===== src/rtl/ghs_pkg.sv =====
// Shared constants, codes and interface types of the GHS node.
package ghs_pkg;

  localparam int MAX_EDGES_DEF   = 16;
  localparam int DEFER_DEPTH_DEF = 32;

  localparam logic [16:0] INF_W  = 17'd100000;
  localparam logic [6:0]  NIL_ID = 7'd127;
  localparam logic [3:0]  LVL_MAX = 4'd15;
  localparam logic [4:0]  RPT_MAX = 5'd31;

  localparam logic [3:0] M_LOAD   = 4'd0;
  localparam logic [3:0] M_WAKE   = 4'd1;
  localparam logic [3:0] M_CONN   = 4'd2;
  localparam logic [3:0] M_INIT   = 4'd3;
  localparam logic [3:0] M_TEST   = 4'd4;
  localparam logic [3:0] M_ACC    = 4'd5;
  localparam logic [3:0] M_REJ    = 4'd6;
  localparam logic [3:0] M_REP    = 4'd7;
  localparam logic [3:0] M_CHROOT = 4'd8;
  localparam logic [3:0] M_TERM   = 4'd9;
  localparam logic [3:0] M_POLL   = 4'd10;
  localparam logic [3:0] M_READ   = 4'd11;

  localparam logic [3:0] K_CONNECT  = 4'd0;
  localparam logic [3:0] K_INITIATE = 4'd1;
  localparam logic [3:0] K_TEST     = 4'd2;
  localparam logic [3:0] K_ACCEPT   = 4'd3;
  localparam logic [3:0] K_REJECT   = 4'd4;
  localparam logic [3:0] K_REPORT   = 4'd5;
  localparam logic [3:0] K_CHROOT   = 4'd6;
  localparam logic [3:0] K_TERM     = 4'd7;
  localparam logic [3:0] K_HALT     = 4'd8;
  localparam logic [3:0] K_READ     = 4'd9;

  localparam logic [1:0] CL_BASIC  = 2'd0;
  localparam logic [1:0] CL_BRANCH = 2'd1;
  localparam logic [1:0] CL_REJECT = 2'd2;

  localparam logic [1:0] PH_SLEEP = 2'd0;
  localparam logic [1:0] PH_FIND  = 2'd1;
  localparam logic [1:0] PH_FOUND = 2'd2;

  localparam logic [1:0] D_CONN = 2'd0;
  localparam logic [1:0] D_TEST = 2'd1;
  localparam logic [1:0] D_REP  = 2'd2;

  localparam logic [1:0] SC_FIND = 2'd0;
  localparam logic [1:0] SC_MIN  = 2'd1;
  localparam logic [1:0] SC_CNT  = 2'd2;
  localparam logic [1:0] SC_LIST = 2'd3;

  typedef struct packed {
    logic        start;
    logic [1:0]  op;
    logic [6:0]  key;
    logic        use_exc;
    logic        load_idx;
    logic        wr_class;
    logic        wr_min;
    logic [1:0]  wr_val;
    logic        load;
    logic [16:0] ld_w;
  } ghs_cmd_t;

  typedef struct packed {
    logic        done;
    logic        found;
    logic        min_found;
    logic [5:0]  min_id;
    logic        hit;
    logic [5:0]  hit_id;
    logic [6:0]  count;
    logic [5:0]  rd_id;
    logic [16:0] rd_w;
    logic [1:0]  rd_class;
  } ghs_sts_t;

  typedef struct packed {
    logic [3:0]  kind;
    logic [5:0]  dest;
    logic [3:0]  lvl;
    logic [16:0] val;
    logic        find;
    logic [1:0]  ek;
    logic        ev;
  } ghs_res_t;

  typedef struct packed {
    logic     en;
    ghs_res_t res;
  } ghs_emit_t;

  typedef struct packed {
    logic [1:0]  k;
    logic [5:0]  src;
    logic [3:0]  lvl;
    logic [16:0] val;
  } ghs_defer_t;

  typedef struct packed {
    logic       push;
    logic       pop;
    ghs_defer_t ent;
  } ghs_fcmd_t;

endpackage


===== src/rtl/ghs_etab.sv =====
// Edge table with a one-entry-per-cycle scan unit.
module ghs_etab #(
  parameter int MAX_EDGES = 16
) (
  input  logic              clk,
  input  logic              rst_n,
  input  ghs_pkg::ghs_cmd_t cmd,
  output ghs_pkg::ghs_sts_t sts
);
  import ghs_pkg::*;

  localparam int IW = (MAX_EDGES > 1) ? $clog2(MAX_EDGES) : 1;
  localparam int TW = $clog2(MAX_EDGES + 1);

  logic [5:0]    id_mem [MAX_EDGES];
  logic [16:0]   w_mem  [MAX_EDGES];
  logic [1:0]    cls_r  [MAX_EDGES];
  logic [TW-1:0] total_r, i_r;
  logic          busy_r, use_r, found_r, min_found_r;
  logic [1:0]    op_r;
  logic [6:0]    key_r, cnt_r;
  logic [IW-1:0] fidx_r, midx_r, raddr, waddr;
  logic [5:0]    min_id_r, e_id;
  logic [16:0]   min_w_r, e_w;
  logic [1:0]    e_cls;
  logic          in_range, load_ok;

  assign raddr    = busy_r ? i_r[IW-1:0] : fidx_r;
  assign waddr    = cmd.wr_min ? midx_r : fidx_r;
  assign e_id     = id_mem[raddr];
  assign e_w      = w_mem[raddr];
  assign e_cls    = cls_r[raddr];
  assign in_range = busy_r && (i_r < total_r);
  assign load_ok  = cmd.load && (cmd.ld_w != INF_W) && (total_r < TW'(MAX_EDGES));

  always_ff @(posedge clk) begin
    if (load_ok) begin
      id_mem[total_r[IW-1:0]] <= cmd.key[5:0];
      w_mem[total_r[IW-1:0]]  <= cmd.ld_w;
    end
  end

  always_ff @(posedge clk) begin
    if (!rst_n) begin
      for (int k = 0; k < MAX_EDGES; k++) begin
        cls_r[k] <= CL_BASIC;
      end
      total_r     <= '0;
      busy_r      <= 1'b0;
      found_r     <= 1'b0;
      min_found_r <= 1'b0;
      i_r         <= '0;
      op_r        <= SC_FIND;
      key_r       <= '0;
      use_r       <= 1'b0;
      fidx_r      <= '0;
      midx_r      <= '0;
      min_id_r    <= '0;
      min_w_r     <= '0;
      cnt_r       <= '0;
    end else begin
      if (load_ok) begin
        cls_r[total_r[IW-1:0]] <= CL_BASIC;
        total_r <= total_r + 1'b1;
      end
      if (cmd.wr_class) begin
        cls_r[waddr] <= cmd.wr_val;
      end
      if (cmd.load_idx) begin
        fidx_r  <= cmd.key[IW-1:0];
        found_r <= (32'(cmd.key) < 32'(total_r));
      end
      if (cmd.start) begin
        busy_r <= 1'b1;
        i_r    <= '0;
        op_r   <= cmd.op;
        key_r  <= cmd.key;
        use_r  <= cmd.use_exc;
        case (cmd.op)
          SC_FIND: found_r     <= 1'b0;
          SC_MIN:  min_found_r <= 1'b0;
          SC_CNT:  cnt_r       <= '0;
          default: ;
        endcase
      end else if (in_range) begin
        i_r <= i_r + 1'b1;
        case (op_r)
          SC_FIND: begin
            if (!found_r && ({1'b0, e_id} == key_r)) begin
              found_r <= 1'b1;
              fidx_r  <= i_r[IW-1:0];
            end
          end
          SC_MIN: begin
            if ((e_cls == CL_BASIC) && (!min_found_r || (e_w < min_w_r))) begin
              min_found_r <= 1'b1;
              midx_r      <= i_r[IW-1:0];
              min_id_r    <= e_id;
              min_w_r     <= e_w;
            end
          end
          SC_CNT: begin
            if ((e_cls == CL_BRANCH) && (e_id != key_r[5:0])) begin
              cnt_r <= cnt_r + 1'b1;
            end
          end
          default: ;
        endcase
      end else if (busy_r) begin
        busy_r <= 1'b0;
      end
    end
  end

  always_comb begin
    sts           = '0;
    sts.done      = busy_r && !in_range;
    sts.found     = found_r;
    sts.min_found = min_found_r;
    sts.min_id    = min_id_r;
    sts.hit       = in_range && (op_r == SC_LIST) && (e_cls == CL_BRANCH) &&
                    !(use_r && (e_id == key_r[5:0]));
    sts.hit_id    = e_id;
    sts.count     = cnt_r;
    sts.rd_id     = e_id;
    sts.rd_w      = e_w;
    sts.rd_class  = e_cls;
  end

endmodule


===== src/rtl/ghs_dfifo.sv =====
// FIFO of deferred protocol messages with a sticky overflow flag.
module ghs_dfifo #(
  parameter int DEFER_DEPTH = 32
) (
  input  logic                clk,
  input  logic                rst_n,
  input  ghs_pkg::ghs_fcmd_t  fcmd,
  output ghs_pkg::ghs_defer_t rd_ent,
  output logic                empty,
  output logic                ovf
);
  import ghs_pkg::*;

  localparam int PW = $clog2(DEFER_DEPTH);
  localparam int FW = $clog2(DEFER_DEPTH + 1);

  ghs_defer_t    mem [DEFER_DEPTH];
  ghs_defer_t    rd_r;
  logic [PW-1:0] head_r, tail_r;
  logic [FW-1:0] fill_r;
  logic          ovf_r, full;

  assign full   = (fill_r == FW'(DEFER_DEPTH));
  assign empty  = (fill_r == '0);
  assign ovf    = ovf_r;
  assign rd_ent = rd_r;

  always_ff @(posedge clk) begin
    if (fcmd.push && !full) begin
      mem[tail_r] <= fcmd.ent;
    end
    if (fcmd.pop) begin
      rd_r <= mem[head_r];
    end
  end

  always_ff @(posedge clk) begin
    if (!rst_n) begin
      head_r <= '0;
      tail_r <= '0;
      fill_r <= '0;
      ovf_r  <= 1'b0;
    end else begin
      if (fcmd.push) begin
        if (full) begin
          ovf_r <= 1'b1;
        end else begin
          tail_r <= (tail_r == PW'(DEFER_DEPTH - 1)) ? '0 : tail_r + 1'b1;
          fill_r <= fill_r + 1'b1;
        end
      end else if (fcmd.pop && !empty) begin
        head_r <= (head_r == PW'(DEFER_DEPTH - 1)) ? '0 : head_r + 1'b1;
        fill_r <= fill_r - 1'b1;
      end
    end
  end

endmodule


===== src/rtl/ghs_obuf.sv =====
// Result buffer that collects one item's words and drains them to the output register.
module ghs_obuf #(
  parameter int CAP = 34
) (
  input  logic               clk,
  input  logic               rst_n,
  input  ghs_pkg::ghs_emit_t emit,
  input  logic               flush,
  input  logic               ovf,
  output logic               done,
  output logic               out_valid,
  input  logic               out_ready,
  output ghs_pkg::ghs_res_t  out_res,
  output logic               out_last,
  output logic               out_ovf
);
  import ghs_pkg::*;

  localparam int CW = $clog2(CAP + 1);
  localparam int AW = $clog2(CAP);

  ghs_res_t      mem [CAP];
  ghs_res_t      rd_r, out_res_r;
  logic [CW-1:0] cnt_r, idx_r;
  logic          drain_r, rd_ok_r, out_valid_r, out_last_r, out_ovf_r;
  logic          slot_free, do_load, do_read;

  assign slot_free = !out_valid_r || out_ready;
  assign done      = drain_r && (idx_r == cnt_r);
  assign do_read   = drain_r && !rd_ok_r && (idx_r < cnt_r);
  assign do_load   = rd_ok_r && slot_free;
  assign out_valid = out_valid_r;
  assign out_res   = out_res_r;
  assign out_last  = out_last_r;
  assign out_ovf   = out_ovf_r;

  always_ff @(posedge clk) begin
    if (emit.en && (cnt_r < CW'(CAP))) begin
      mem[cnt_r[AW-1:0]] <= emit.res;
    end
    if (do_read) begin
      rd_r <= mem[idx_r[AW-1:0]];
    end
    if (do_load) begin
      out_res_r  <= rd_r;
      out_last_r <= ((idx_r + 1'b1) == cnt_r);
      out_ovf_r  <= ovf;
    end
  end

  always_ff @(posedge clk) begin
    if (!rst_n) begin
      cnt_r       <= '0;
      idx_r       <= '0;
      drain_r     <= 1'b0;
      rd_ok_r     <= 1'b0;
      out_valid_r <= 1'b0;
    end else begin
      if (emit.en && (cnt_r < CW'(CAP))) begin
        cnt_r <= cnt_r + 1'b1;
      end
      if (flush) begin
        drain_r <= 1'b1;
        idx_r   <= '0;
        rd_ok_r <= 1'b0;
      end else if (done) begin
        drain_r <= 1'b0;
        cnt_r   <= '0;
      end else if (do_read) begin
        rd_ok_r <= 1'b1;
      end else if (do_load) begin
        rd_ok_r <= 1'b0;
        idx_r   <= idx_r + 1'b1;
      end
      if (do_load) begin
        out_valid_r <= 1'b1;
      end else if (out_ready) begin
        out_valid_r <= 1'b0;
      end
    end
  end

endmodule


===== src/rtl/ghs_ctrl.sv =====
// Protocol controller: node state and the sequencer that drives the datapath.
module ghs_ctrl (
  input  logic                clk,
  input  logic                rst_n,
  input  logic                in_valid,
  output logic                in_ready,
  input  logic [3:0]          in_mode,
  input  logic [5:0]          in_src_node,
  input  logic [3:0]          in_level,
  input  logic [16:0]         in_value,
  input  logic                in_find,
  input  logic [3:0]          in_edge_index,
  output ghs_pkg::ghs_cmd_t   cmd,
  input  ghs_pkg::ghs_sts_t   sts,
  output ghs_pkg::ghs_fcmd_t  fcmd,
  input  ghs_pkg::ghs_defer_t rd_ent,
  input  logic                fifo_empty,
  output ghs_pkg::ghs_emit_t  emit,
  output logic                flush,
  input  logic                flush_done
);
  import ghs_pkg::*;

  localparam logic [4:0] S_IDLE   = 5'd0;
  localparam logic [4:0] S_DISP   = 5'd1;
  localparam logic [4:0] S_GO     = 5'd2;
  localparam logic [4:0] S_CR0    = 5'd3;
  localparam logic [4:0] S_FIND_W = 5'd4;
  localparam logic [4:0] S_WAKE   = 5'd5;
  localparam logic [4:0] S_WAKE_W = 5'd6;
  localparam logic [4:0] S_CONN   = 5'd7;
  localparam logic [4:0] S_TEST   = 5'd8;
  localparam logic [4:0] S_ACC    = 5'd9;
  localparam logic [4:0] S_REJ    = 5'd10;
  localparam logic [4:0] S_DT     = 5'd11;
  localparam logic [4:0] S_DT_W   = 5'd12;
  localparam logic [4:0] S_DR     = 5'd13;
  localparam logic [4:0] S_DR_W   = 5'd14;
  localparam logic [4:0] S_REP    = 5'd15;
  localparam logic [4:0] S_LIST_W = 5'd16;
  localparam logic [4:0] S_CR     = 5'd17;
  localparam logic [4:0] S_READ   = 5'd18;
  localparam logic [4:0] S_END    = 5'd19;
  localparam logic [4:0] S_POP    = 5'd20;
  localparam logic [4:0] S_RDISP  = 5'd21;
  localparam logic [4:0] S_FLUSH  = 5'd22;
  localparam logic [4:0] S_FW     = 5'd23;

  logic [4:0]  state_r, state_nxt, after_wake;
  logic [3:0]  op_r, op_nxt, l_r, l_nxt, e_r, e_nxt;
  logic [5:0]  q_r, q_nxt, parent_r, parent_nxt;
  logic [16:0] v_r, v_nxt, name_r, name_nxt, best_w_r, best_w_nxt;
  logic        f_r, f_nxt, retry_r, retry_nxt, halted_r, halted_nxt;
  logic [3:0]  level_r, level_nxt;
  logic [1:0]  phase_r, phase_nxt;
  logic [6:0]  best_id_r, best_id_nxt, probe_r, probe_nxt;
  logic [4:0]  reports_r, reports_nxt;

  assign after_wake = (op_r == M_CONN) ? S_CONN : (op_r == M_TEST) ? S_TEST : S_END;

  always_comb begin
    state_nxt   = state_r;
    op_nxt      = op_r;
    q_nxt       = q_r;
    l_nxt       = l_r;
    v_nxt       = v_r;
    f_nxt       = f_r;
    e_nxt       = e_r;
    retry_nxt   = retry_r;
    level_nxt   = level_r;
    name_nxt    = name_r;
    phase_nxt   = phase_r;
    parent_nxt  = parent_r;
    best_id_nxt = best_id_r;
    best_w_nxt  = best_w_r;
    probe_nxt   = probe_r;
    reports_nxt = reports_r;
    halted_nxt  = halted_r;
    cmd         = '0;
    fcmd        = '0;
    emit        = '0;
    flush       = 1'b0;
    in_ready    = (state_r == S_IDLE);
    case (state_r)
      S_IDLE: begin
        if (in_valid) begin
          op_nxt    = in_mode;
          q_nxt     = in_src_node;
          l_nxt     = in_level;
          v_nxt     = in_value;
          f_nxt     = in_find;
          e_nxt     = in_edge_index;
          retry_nxt = 1'b0;
          state_nxt = S_DISP;
        end
      end
      S_DISP: begin
        if (op_r == M_LOAD) begin
          cmd.load  = 1'b1;
          cmd.key   = {1'b0, q_r};
          cmd.ld_w  = v_r;
          state_nxt = S_IDLE;
        end else if (op_r == M_READ) begin
          cmd.load_idx = 1'b1;
          cmd.key      = {3'b000, e_r};
          state_nxt    = S_READ;
        end else begin
          state_nxt = halted_r ? S_END : S_GO;
        end
      end
      S_GO: begin
        case (op_r)
          M_WAKE: state_nxt = S_WAKE;
          M_CONN, M_TEST, M_ACC, M_REJ: begin
            cmd.start = 1'b1;
            cmd.op    = SC_FIND;
            cmd.key   = {1'b0, q_r};
            state_nxt = S_FIND_W;
          end
          M_INIT: begin
            level_nxt   = l_r;
            name_nxt    = v_r;
            phase_nxt   = f_r ? PH_FIND : PH_FOUND;
            parent_nxt  = q_r;
            best_id_nxt = NIL_ID;
            best_w_nxt  = INF_W;
            cmd.start   = 1'b1;
            cmd.op      = SC_LIST;
            cmd.key     = {1'b0, q_r};
            cmd.use_exc = 1'b1;
            state_nxt   = S_LIST_W;
          end
          M_REP:    state_nxt = S_REP;
          M_CHROOT: state_nxt = S_CR0;
          M_TERM: begin
            cmd.start   = 1'b1;
            cmd.op      = SC_LIST;
            cmd.key     = {1'b0, q_r};
            cmd.use_exc = 1'b1;
            state_nxt   = S_LIST_W;
          end
          default: state_nxt = S_END;
        endcase
      end
      S_CR0: begin
        if (best_id_r == NIL_ID) begin
          state_nxt = S_END;
        end else begin
          cmd.start = 1'b1;
          cmd.op    = SC_FIND;
          cmd.key   = best_id_r;
          state_nxt = S_FIND_W;
        end
      end
      S_FIND_W: begin
        if (sts.done) begin
          if (!sts.found) begin
            state_nxt = S_END;
          end else begin
            case (op_r)
              M_CONN, M_TEST: state_nxt = S_WAKE;
              M_ACC:          state_nxt = S_ACC;
              M_REJ:          state_nxt = S_REJ;
              M_CHROOT:       state_nxt = S_CR;
              default:        state_nxt = S_END;
            endcase
          end
        end
      end
      S_WAKE: begin
        if (phase_r != PH_SLEEP) begin
          state_nxt = after_wake;
        end else begin
          cmd.start = 1'b1;
          cmd.op    = SC_MIN;
          state_nxt = S_WAKE_W;
        end
      end
      S_WAKE_W: begin
        if (sts.done) begin
          if (sts.min_found) begin
            cmd.wr_class  = 1'b1;
            cmd.wr_min    = 1'b1;
            cmd.wr_val    = CL_BRANCH;
            level_nxt     = '0;
            phase_nxt     = PH_FOUND;
            reports_nxt   = '0;
            emit.en       = 1'b1;
            emit.res.kind = K_CONNECT;
            emit.res.dest = sts.min_id;
          end
          state_nxt = after_wake;
        end
      end
      S_CONN: begin
        if (l_r < level_r) begin
          cmd.wr_class  = 1'b1;
          cmd.wr_val    = CL_BRANCH;
          emit.en       = 1'b1;
          emit.res.kind = K_INITIATE;
          emit.res.dest = q_r;
          emit.res.lvl  = level_r;
          emit.res.val  = name_r;
          emit.res.find = (phase_r == PH_FIND);
        end else if (sts.rd_class == CL_BASIC) begin
          fcmd.push     = 1'b1;
          fcmd.ent.k    = D_CONN;
          fcmd.ent.src  = q_r;
          fcmd.ent.lvl  = l_r;
        end else begin
          emit.en       = 1'b1;
          emit.res.kind = K_INITIATE;
          emit.res.dest = q_r;
          emit.res.lvl  = (level_r < LVL_MAX) ? level_r + 1'b1 : LVL_MAX;
          emit.res.val  = sts.rd_w;
          emit.res.find = 1'b1;
        end
        state_nxt = S_END;
      end
      S_TEST: begin
        state_nxt = S_END;
        if (l_r > level_r) begin
          fcmd.push    = 1'b1;
          fcmd.ent.k   = D_TEST;
          fcmd.ent.src = q_r;
          fcmd.ent.lvl = l_r;
          fcmd.ent.val = v_r;
        end else if (v_r != name_r) begin
          emit.en       = 1'b1;
          emit.res.kind = K_ACCEPT;
          emit.res.dest = q_r;
        end else begin
          if (sts.rd_class == CL_BASIC) begin
            cmd.wr_class = 1'b1;
            cmd.wr_val   = CL_REJECT;
          end
          if ({1'b0, q_r} != probe_r) begin
            emit.en       = 1'b1;
            emit.res.kind = K_REJECT;
            emit.res.dest = q_r;
          end else begin
            state_nxt = S_DT;
          end
        end
      end
      S_ACC: begin
        probe_nxt = NIL_ID;
        if (sts.rd_w < best_w_r) begin
          best_w_nxt  = sts.rd_w;
          best_id_nxt = {1'b0, q_r};
        end
        state_nxt = S_DR;
      end
      S_REJ: begin
        if (sts.rd_class == CL_BASIC) begin
          cmd.wr_class = 1'b1;
          cmd.wr_val   = CL_REJECT;
        end
        state_nxt = S_DT;
      end
      S_DT: begin
        cmd.start = 1'b1;
        cmd.op    = SC_MIN;
        state_nxt = S_DT_W;
      end
      S_DT_W: begin
        if (sts.done) begin
          if (sts.min_found) begin
            probe_nxt     = {1'b0, sts.min_id};
            emit.en       = 1'b1;
            emit.res.kind = K_TEST;
            emit.res.dest = sts.min_id;
            emit.res.lvl  = level_r;
            emit.res.val  = name_r;
            state_nxt     = S_END;
          end else begin
            probe_nxt = NIL_ID;
            state_nxt = S_DR;
          end
        end
      end
      S_DR: begin
        cmd.start = 1'b1;
        cmd.op    = SC_CNT;
        cmd.key   = {1'b0, parent_r};
        state_nxt = S_DR_W;
      end
      S_DR_W: begin
        if (sts.done) begin
          if (({2'b00, reports_r} == sts.count) && (probe_r == NIL_ID)) begin
            phase_nxt     = PH_FOUND;
            emit.en       = 1'b1;
            emit.res.kind = K_REPORT;
            emit.res.dest = parent_r;
            emit.res.val  = best_w_r;
          end
          state_nxt = S_END;
        end
      end
      S_REP: begin
        state_nxt = S_END;
        if (q_r != parent_r) begin
          if (v_r < best_w_r) begin
            best_w_nxt  = v_r;
            best_id_nxt = {1'b0, q_r};
          end
          if (reports_r != RPT_MAX) begin
            reports_nxt = reports_r + 1'b1;
          end
          state_nxt = S_DR;
        end else if (phase_r == PH_FIND) begin
          fcmd.push    = 1'b1;
          fcmd.ent.k   = D_REP;
          fcmd.ent.src = q_r;
          fcmd.ent.val = v_r;
        end else if (v_r > best_w_r) begin
          op_nxt    = M_CHROOT;
          state_nxt = S_CR0;
        end else if ((v_r == best_w_r) && (best_w_r == INF_W)) begin
          cmd.start = 1'b1;
          cmd.op    = SC_LIST;
          state_nxt = S_LIST_W;
        end
      end
      S_LIST_W: begin
        if (sts.hit) begin
          emit.en       = 1'b1;
          emit.res.dest = sts.hit_id;
          if (op_r == M_INIT) begin
            emit.res.kind = K_INITIATE;
            emit.res.lvl  = l_r;
            emit.res.val  = v_r;
            emit.res.find = f_r;
          end else begin
            emit.res.kind = K_TERM;
          end
        end
        if (sts.done) begin
          if (op_r == M_INIT) begin
            if (f_r) begin
              reports_nxt = '0;
              state_nxt   = S_DT;
            end else begin
              state_nxt = S_END;
            end
          end else begin
            halted_nxt    = 1'b1;
            emit.en       = 1'b1;
            emit.res.kind = K_HALT;
            state_nxt     = S_END;
          end
        end
      end
      S_CR: begin
        emit.en       = 1'b1;
        emit.res.dest = best_id_r[5:0];
        if (sts.rd_class == CL_BRANCH) begin
          emit.res.kind = K_CHROOT;
        end else begin
          cmd.wr_class  = 1'b1;
          cmd.wr_val    = CL_BRANCH;
          emit.res.kind = K_CONNECT;
          emit.res.lvl  = level_r;
        end
        state_nxt = S_END;
      end
      S_READ: begin
        emit.en       = 1'b1;
        emit.res.kind = K_READ;
        if (sts.found) begin
          emit.res.dest = sts.rd_id;
          emit.res.val  = sts.rd_w;
          emit.res.ek   = sts.rd_class;
          emit.res.ev   = 1'b1;
        end
        state_nxt = S_END;
      end
      S_END: begin
        state_nxt = (!retry_r && !halted_r) ? S_POP : S_FLUSH;
      end
      S_POP: begin
        if (fifo_empty) begin
          state_nxt = S_FLUSH;
        end else begin
          fcmd.pop  = 1'b1;
          state_nxt = S_RDISP;
        end
      end
      S_RDISP: begin
        retry_nxt = 1'b1;
        q_nxt     = rd_ent.src;
        l_nxt     = rd_ent.lvl;
        v_nxt     = rd_ent.val;
        case (rd_ent.k)
          D_CONN:  op_nxt = M_CONN;
          D_TEST:  op_nxt = M_TEST;
          D_REP:   op_nxt = M_REP;
          default: op_nxt = M_POLL;
        endcase
        state_nxt = S_GO;
      end
      S_FLUSH: begin
        flush     = 1'b1;
        state_nxt = S_FW;
      end
      S_FW: begin
        if (flush_done) begin
          state_nxt = S_IDLE;
        end
      end
      default: state_nxt = S_IDLE;
    endcase
  end

  always_ff @(posedge clk) begin
    op_r <= op_nxt;
    q_r  <= q_nxt;
    l_r  <= l_nxt;
    v_r  <= v_nxt;
    f_r  <= f_nxt;
    e_r  <= e_nxt;
  end

  always_ff @(posedge clk) begin
    if (!rst_n) begin
      state_r   <= S_IDLE;
      retry_r   <= 1'b0;
      level_r   <= '0;
      name_r    <= '0;
      phase_r   <= PH_SLEEP;
      parent_r  <= '0;
      best_id_r <= '0;
      best_w_r  <= '0;
      probe_r   <= '0;
      reports_r <= '0;
      halted_r  <= 1'b0;
    end else begin
      state_r   <= state_nxt;
      retry_r   <= retry_nxt;
      level_r   <= level_nxt;
      name_r    <= name_nxt;
      phase_r   <= phase_nxt;
      parent_r  <= parent_nxt;
      best_id_r <= best_id_nxt;
      best_w_r  <= best_w_nxt;
      probe_r   <= probe_nxt;
      reports_r <= reports_nxt;
      halted_r  <= halted_nxt;
    end
  end

endmodule


===== src/rtl/ghs_mst_node_protocol.sv =====
// Top level of one GHS minimum spanning tree node.
//
//   channel   direction  handshake              contents
//   in_*      input      in_valid / in_ready    one item: mode, sender, level, value, find, slot
//   out_*     output     out_valid / out_ready  one message word, out_last on the final one
//
// An item's time goes to the control sequence, its edge table scans and the draining of its result
// words from the result buffer. A message needs up to four scans, and the retried deferred entry
// up to four more. The edge table scanner examines one entry per cycle and takes most of the time.
// An edge load gives no words.
// Reset clears all control and node state; no clearing pass follows it.
// A stalled output holds its word; the next item is taken once the last word is loaded.
module ghs_mst_node_protocol #(
  parameter int MAX_EDGES   = ghs_pkg::MAX_EDGES_DEF,
  parameter int DEFER_DEPTH = ghs_pkg::DEFER_DEPTH_DEF
) (
  input  logic        clk,
  input  logic        rst_n,
  input  logic        in_valid,
  output logic        in_ready,
  input  logic [3:0]  in_mode,
  input  logic [5:0]  in_src_node,
  input  logic [3:0]  in_level,
  input  logic [16:0] in_value,
  input  logic        in_find,
  input  logic [3:0]  in_edge_index,
  output logic        out_valid,
  input  logic        out_ready,
  output logic [3:0]  out_kind,
  output logic [5:0]  out_dest_node,
  output logic [3:0]  out_msg_level,
  output logic [16:0] out_msg_value,
  output logic        out_msg_find,
  output logic [1:0]  out_edge_kind,
  output logic        out_edge_valid,
  output logic        out_defer_overflow,
  output logic        out_last
);
  import ghs_pkg::*;

  localparam int CAP = 2 * MAX_EDGES + 2;

  ghs_cmd_t   cmd;
  ghs_sts_t   sts;
  ghs_fcmd_t  fcmd;
  ghs_defer_t rd_ent;
  ghs_emit_t  emit;
  ghs_res_t   out_res;
  logic       fifo_empty, ovf, flush, flush_done;

  ghs_ctrl u_ctrl (
    .clk           (clk),
    .rst_n         (rst_n),
    .in_valid      (in_valid),
    .in_ready      (in_ready),
    .in_mode       (in_mode),
    .in_src_node   (in_src_node),
    .in_level      (in_level),
    .in_value      (in_value),
    .in_find       (in_find),
    .in_edge_index (in_edge_index),
    .cmd           (cmd),
    .sts           (sts),
    .fcmd          (fcmd),
    .rd_ent        (rd_ent),
    .fifo_empty    (fifo_empty),
    .emit          (emit),
    .flush         (flush),
    .flush_done    (flush_done)
  );

  ghs_etab #(.MAX_EDGES(MAX_EDGES)) u_etab (
    .clk   (clk),
    .rst_n (rst_n),
    .cmd   (cmd),
    .sts   (sts)
  );

  ghs_dfifo #(.DEFER_DEPTH(DEFER_DEPTH)) u_dfifo (
    .clk    (clk),
    .rst_n  (rst_n),
    .fcmd   (fcmd),
    .rd_ent (rd_ent),
    .empty  (fifo_empty),
    .ovf    (ovf)
  );

  ghs_obuf #(.CAP(CAP)) u_obuf (
    .clk       (clk),
    .rst_n     (rst_n),
    .emit      (emit),
    .flush     (flush),
    .ovf       (ovf),
    .done      (flush_done),
    .out_valid (out_valid),
    .out_ready (out_ready),
    .out_res   (out_res),
    .out_last  (out_last),
    .out_ovf   (out_defer_overflow)
  );

  assign out_kind       = out_res.kind;
  assign out_dest_node  = out_res.dest;
  assign out_msg_level  = out_res.lvl;
  assign out_msg_value  = out_res.val;
  assign out_msg_find   = out_res.find;
  assign out_edge_kind  = out_res.ek;
  assign out_edge_valid = out_res.ev;

endmodule


===== config.mk =====
export PLATFORM = sky130hd
export DESIGN_NAME = ghs_mst_node_protocol
export DESIGN_NICKNAME = d
export VERILOG_FILES = /design/src/rtl/ghs_pkg.sv /design/src/rtl/ghs_etab.sv /design/src/rtl/ghs_dfifo.sv /design/src/rtl/ghs_obuf.sv /design/src/rtl/ghs_ctrl.sv /design/src/rtl/ghs_mst_node_protocol.sv
export SDC_FILE = /design/constraint.sdc
export NUM_CORES = 2
export LEC_CHECK = 0
export BUFFER_PORTS_ARGS = -buffer_cell sky130_fd_sc_hd__buf_2
export CORE_AREA = 3 3 441 443
export CTS_BUF_LIST = sky130_fd_sc_hd__clkbuf_16
export CTS_CLUSTER_DIAMETER = 80
export DETAILED_ROUTE_END_ITERATION = 10
export DIE_AREA = 0 0 444 446
export GPL_TIMING_DRIVEN = 0
export PLACE_DENSITY = 0.75
export SETUP_SLACK_MARGIN = 0.2
export SYNTH_ARGS = -nofsm -noshare
export SYNTH_HDL_FRONTEND = slang
export SYNTH_HIERARCHICAL = 1
export SYNTH_SLANG_ARGS = --single-unit
export TNS_END_PERCENT = 1

===== constraint.sdc =====
create_clock -name clk -period 17.75 [get_ports clk]
set_clock_uncertainty 0.2 [all_clocks]
set_input_delay 1.775 -clock clk [delete_from_list [all_inputs] [get_ports clk]]
set_output_delay 1.775 -clock clk [all_outputs]
set_load 0.1 [all_outputs]

==> impl_metrics.env <==
export IMPL_routed_wl_mm=318
export IMPL_die_h_um=446
export IMPL_grtUsageTotal=0.319
export IMPL_slew_headroom=-0.0195
export IMPL_placementRows=160
export IMPL_synth_ff_type="edfxtp_1"
export IMPL_wire_per_inst_um=32.6
export IMPL_syn_area_per_cell_sq_um=17.5
export IMPL_area_growth_syn_to_layout_pct=13.7
export IMPL_root_buffer="clkbuf_16"
export IMPL_setup_viol=0
export IMPL_place_area_sq_um=121000
export IMPL_portBuffers=78
export IMPL_critPathMaxFanout=34
export IMPL_crit_chain="buf_6 -> mux2i_1 -> buf_4 -> buf_2 -> buf_4 -> mux4_2 -> nand2_1 -> a31oi_1 -> nand2_1 -> a211oi_1 -> and3_1 -> clkbuf_1 -> and2_0 -> clkbuf_1 -> a221o_1"
export IMPL_slowest_stage="a221o_1"
export IMPL_first_iter_violations=8925
export IMPL_vdd_drop_max_mv=0.132
export IMPL_post_cts_buffers=0
export IMPL_crit_path_end_kind="flop"
export IMPL_required_ns=18.05
export IMPL_powerDensity_nw_per_um2=104
export IMPL_vias=66408
export IMPL_via_per_inst=6.80
export IMPL_p_leak_nw=40.6
export IMPL_path_class="reg2reg"
export IMPL_boundaryPins=79
export IMPL_remaining_drc_errors=0
export IMPL_synthArstFlopShare=0
export IMPL_final_area_sq_um=130000
export IMPL_synthTopCellsByArea="edfxtp_1 70%, mux2i_1 6.5%, mux4_2 5.3%"
export IMPL_power_mw=13.6
export IMPL_most_common_layout_cells="2655 x edfxtp_1, 739 x mux2i_1, 324 x nand2_1, 299 x clkbuf_16, 270 x mux4_2"
export IMPL_netlist_area_sq_um=114000
export IMPL_synth_warnings=6
export IMPL_hpwlAfterDp_mm=210
export IMPL_reg2reg_depth=15
export IMPL_min_to="u_obuf/out_res[11]$_DFFE_PP_"
export IMPL_core_area_sq_um=190000
export IMPL_min_period_over_period=0.432
export IMPL_yosys_area_top_type="edfxtp_1"
export IMPL_ys_seq_area_frac=0.726
export IMPL_antenna_found_initial=10
export IMPL_cts_hold_buf=0
export IMPL_layout_commonest_cell="edfxtp_1"
export IMPL_max_cap_viol_count=1
export IMPL_htreeDepth=5
export IMPL_outcome="finished with violations"
export IMPL_ys_ff_latch=2820
export IMPL_finalWorstSetupSlack_ns=10.07
export IMPL_ant_nets=0
export IMPL_period_minus_slack_ns=7.68
export IMPL_hp_class="reg2reg"
export IMPL_finalNetCount=7169
export IMPL_violations="max-capacitance violations, max-slew violations"
export IMPL_grt_max_degree=44
export IMPL_synth_top_area_frac=0.697
export IMPL_min_delay_start="u_obuf/rd_r[11]$_DFFE_PP_"
export IMPL_place_congestion=0.930
export IMPL_cts_buffers=296
export IMPL_cts_clk_slew_worst_paths_ns=0.06
export IMPL_grt_pass1_wl_mm=455
export IMPL_dieArea_sq_um=198000
export IMPL_die_width_um=444
export IMPL_finalMaxSlewViolations=11
export IMPL_drive_gt1_frac=0.183
export IMPL_fin_util=0.683
export IMPL_clock_sinks=2820
export IMPL_cp_start_kind="flop"
export IMPL_cts_resized=0
export IMPL_gr_total_overflow=0
export IMPL_fin_tns_setup_ns=0
export IMPL_max_freq_ghz=0.130
export IMPL_finalHoldViolations=0
export IMPL_timing_rr_end="u_obuf/mem[30][21]$_DFFE_PP_"
export IMPL_hold_path_cell_count=0
export IMPL_cts_tree="done"
export IMPL_clockBufferDepth=4
export IMPL_clk_latency_ns=0.97
export IMPL_syn_nets=6667
export IMPL_yosysUniqueCellTypes=103
export IMPL_critPathMaxStageDelay_ns=1.20
export IMPL_cp_arrival_ns=7.98
export IMPL_synth_cells=6534
export IMPL_reg2reg_slack_ns=10.07
export IMPL_synth_edf_count=2655
export IMPL_worstMarginPinSlew_ns=1.53
export IMPL_firstDrtPassIters=6
export IMPL_rsz0062_at_grt="no"
export IMPL_start_util=0.601
export IMPL_place_ws_ns=9.99
export IMPL_grt_pass1_vias=65229
export IMPL_rr_startpoint="u_etab/busy_r$_SDFFE_PN0N_"
[per-stage QoR]
stage          std cells  hold WS (ns)
3_5_place_dp        9246         0.205
6_report            9764         0.214
3_3_place_gp        9123         0.203
5_1_grt             9757         0.222
4_1_cts             9754         0.213
2_1_floorplan       6534         0.200
[state kept, by name, indices dropped and copies added (netlist names), 6 cells and up]
name	flops
u_ctrl/best_id_r	7
u_ctrl/best_w_r	17
u_ctrl/name_r	17
u_ctrl/parent_r	6
u_ctrl/probe_r	7
u_ctrl/q_r	6
u_ctrl/v_r	17
u_dfifo/fill_r	6
u_dfifo/mem	928
u_dfifo/rd_ent	29
u_etab/cls_r	32
u_etab/cnt_r	7
u_etab/id_mem	96
u_etab/key_r	7
u_etab/min_id_r	6
u_etab/min_w_r	17
u_etab/w_mem	272
u_obuf/cnt_r	6
u_obuf/idx_r	6
u_obuf/mem	1190
u_obuf/out_res	35
u_obuf/rd_r	35
[how the worst max path moves through the flow]
stage / cells after the start / end / startpoint / slack (ns)
2_1_floorplan: 12 / u_obuf/mem[0][24]$_DFFE_PP_ / u_etab/busy_r$_SDFFE_PN0N_ / 12.02
3_3_place_gp: 15 / u_obuf/mem[27][24]$_DFFE_PP_ / u_etab/busy_r$_SDFFE_PN0N_ / 7.83
3_5_place_dp: 16 / u_obuf/mem[20][17]$_DFFE_PP_ / u_etab/busy_r$_SDFFE_PN0N_ / 9.99
4_1_cts: 16 / u_obuf/mem[12][17]$_DFFE_PP_ / u_etab/busy_r$_SDFFE_PN0N_ / 9.95
5_1_grt: 15 / u_obuf/mem[31][21]$_DFFE_PP_ / u_etab/busy_r$_SDFFE_PN0N_ / 9.65
6_report: 15 / u_obuf/mem[30][21]$_DFFE_PP_ / u_etab/busy_r$_SDFFE_PN0N_ / 10.07
[power breakdown]
| group | switching, mW | internal, mW | total (mW) | leakage, nW |
|---|---|---|---|---|
| Sequential | 0.0625 | 7.24 | 7.30 | 25.2 |
| Clock | 2.46 | 3.37 | 5.83 | 4.61 |
| Combinational | 0.318 | 0.135 | 0.453 | 10.8 |
[area by class of cell]
class	instances	area, sq um
Buffer	409	2220
Multi-Input combinational cell	3223	29500
Antenna cell	7	17.5
Clock inverter	209	1530
Inverter	82	308
Sequential cell	2820	83000
Timing Repair Buffer	204	2880
Tap cell	2511	3140
Clock buffer	299	7480
Fill cell	11836	60300
[cell usage after synthesis (all sizes together) (9+ instances only)]
cell type	instances
o21ai	56
a211o	19
o22ai	77
and3	59
nor3	40
mux2	42
nor2b	28
nand3	58
nand2	326
a22o	118
ha	92
dfxtp	165
xor2	30
nand2b	33
a31oi	25
mux4	273
clkbuf	197
nor4	10
and2	54
inv	81
a221o	28
a22oi	188
nand4	28
o2111ai	12
a222oi	12
edfxtp	2655
mux2i	741
a211oi	41
a21o	22
nor2	227
nand3b	19
o41ai	38
a2111oi	35
or2	9
a21oi	222
buf	212
a221oi	76
o221ai	32
xnor2	40
or3	10
[kinds of logic after synthesis]
family          after synthesis  share of synthesized area
mux                        1056                      0.123
xor+xnor                     70                    0.00536
flops                      2820                      0.726
compound gates             1074                     0.0746
fa+ha+maj                    93                     0.0102
buf+inv                     491                     0.0221
simple gates                930                     0.0389
[metal layers]
metal  global-route usage  routed length [um]  up-vias
li1                     -                   -    27363
met5                    0                   0        -
met3               0.0526               30300      901
met4                0.152               17200        0
met1                0.434              119000    33958
met2                0.511              152000     4186
[critical path, delay by kind of cell, from the launching register on]
| family | cells | cell delay, ns |
|---|---|---|
| AND/OR/NAND/NOR | 4 | 1.02 |
| buffers and inverters | 6 | 2.20 |
| multiplexers | 2 | 0.83 |
| flip-flops | 1 | 0.32 |
| AO/OA/AOI/OAI | 3 | 2.65 |
(Power assumes the default switching activity.)
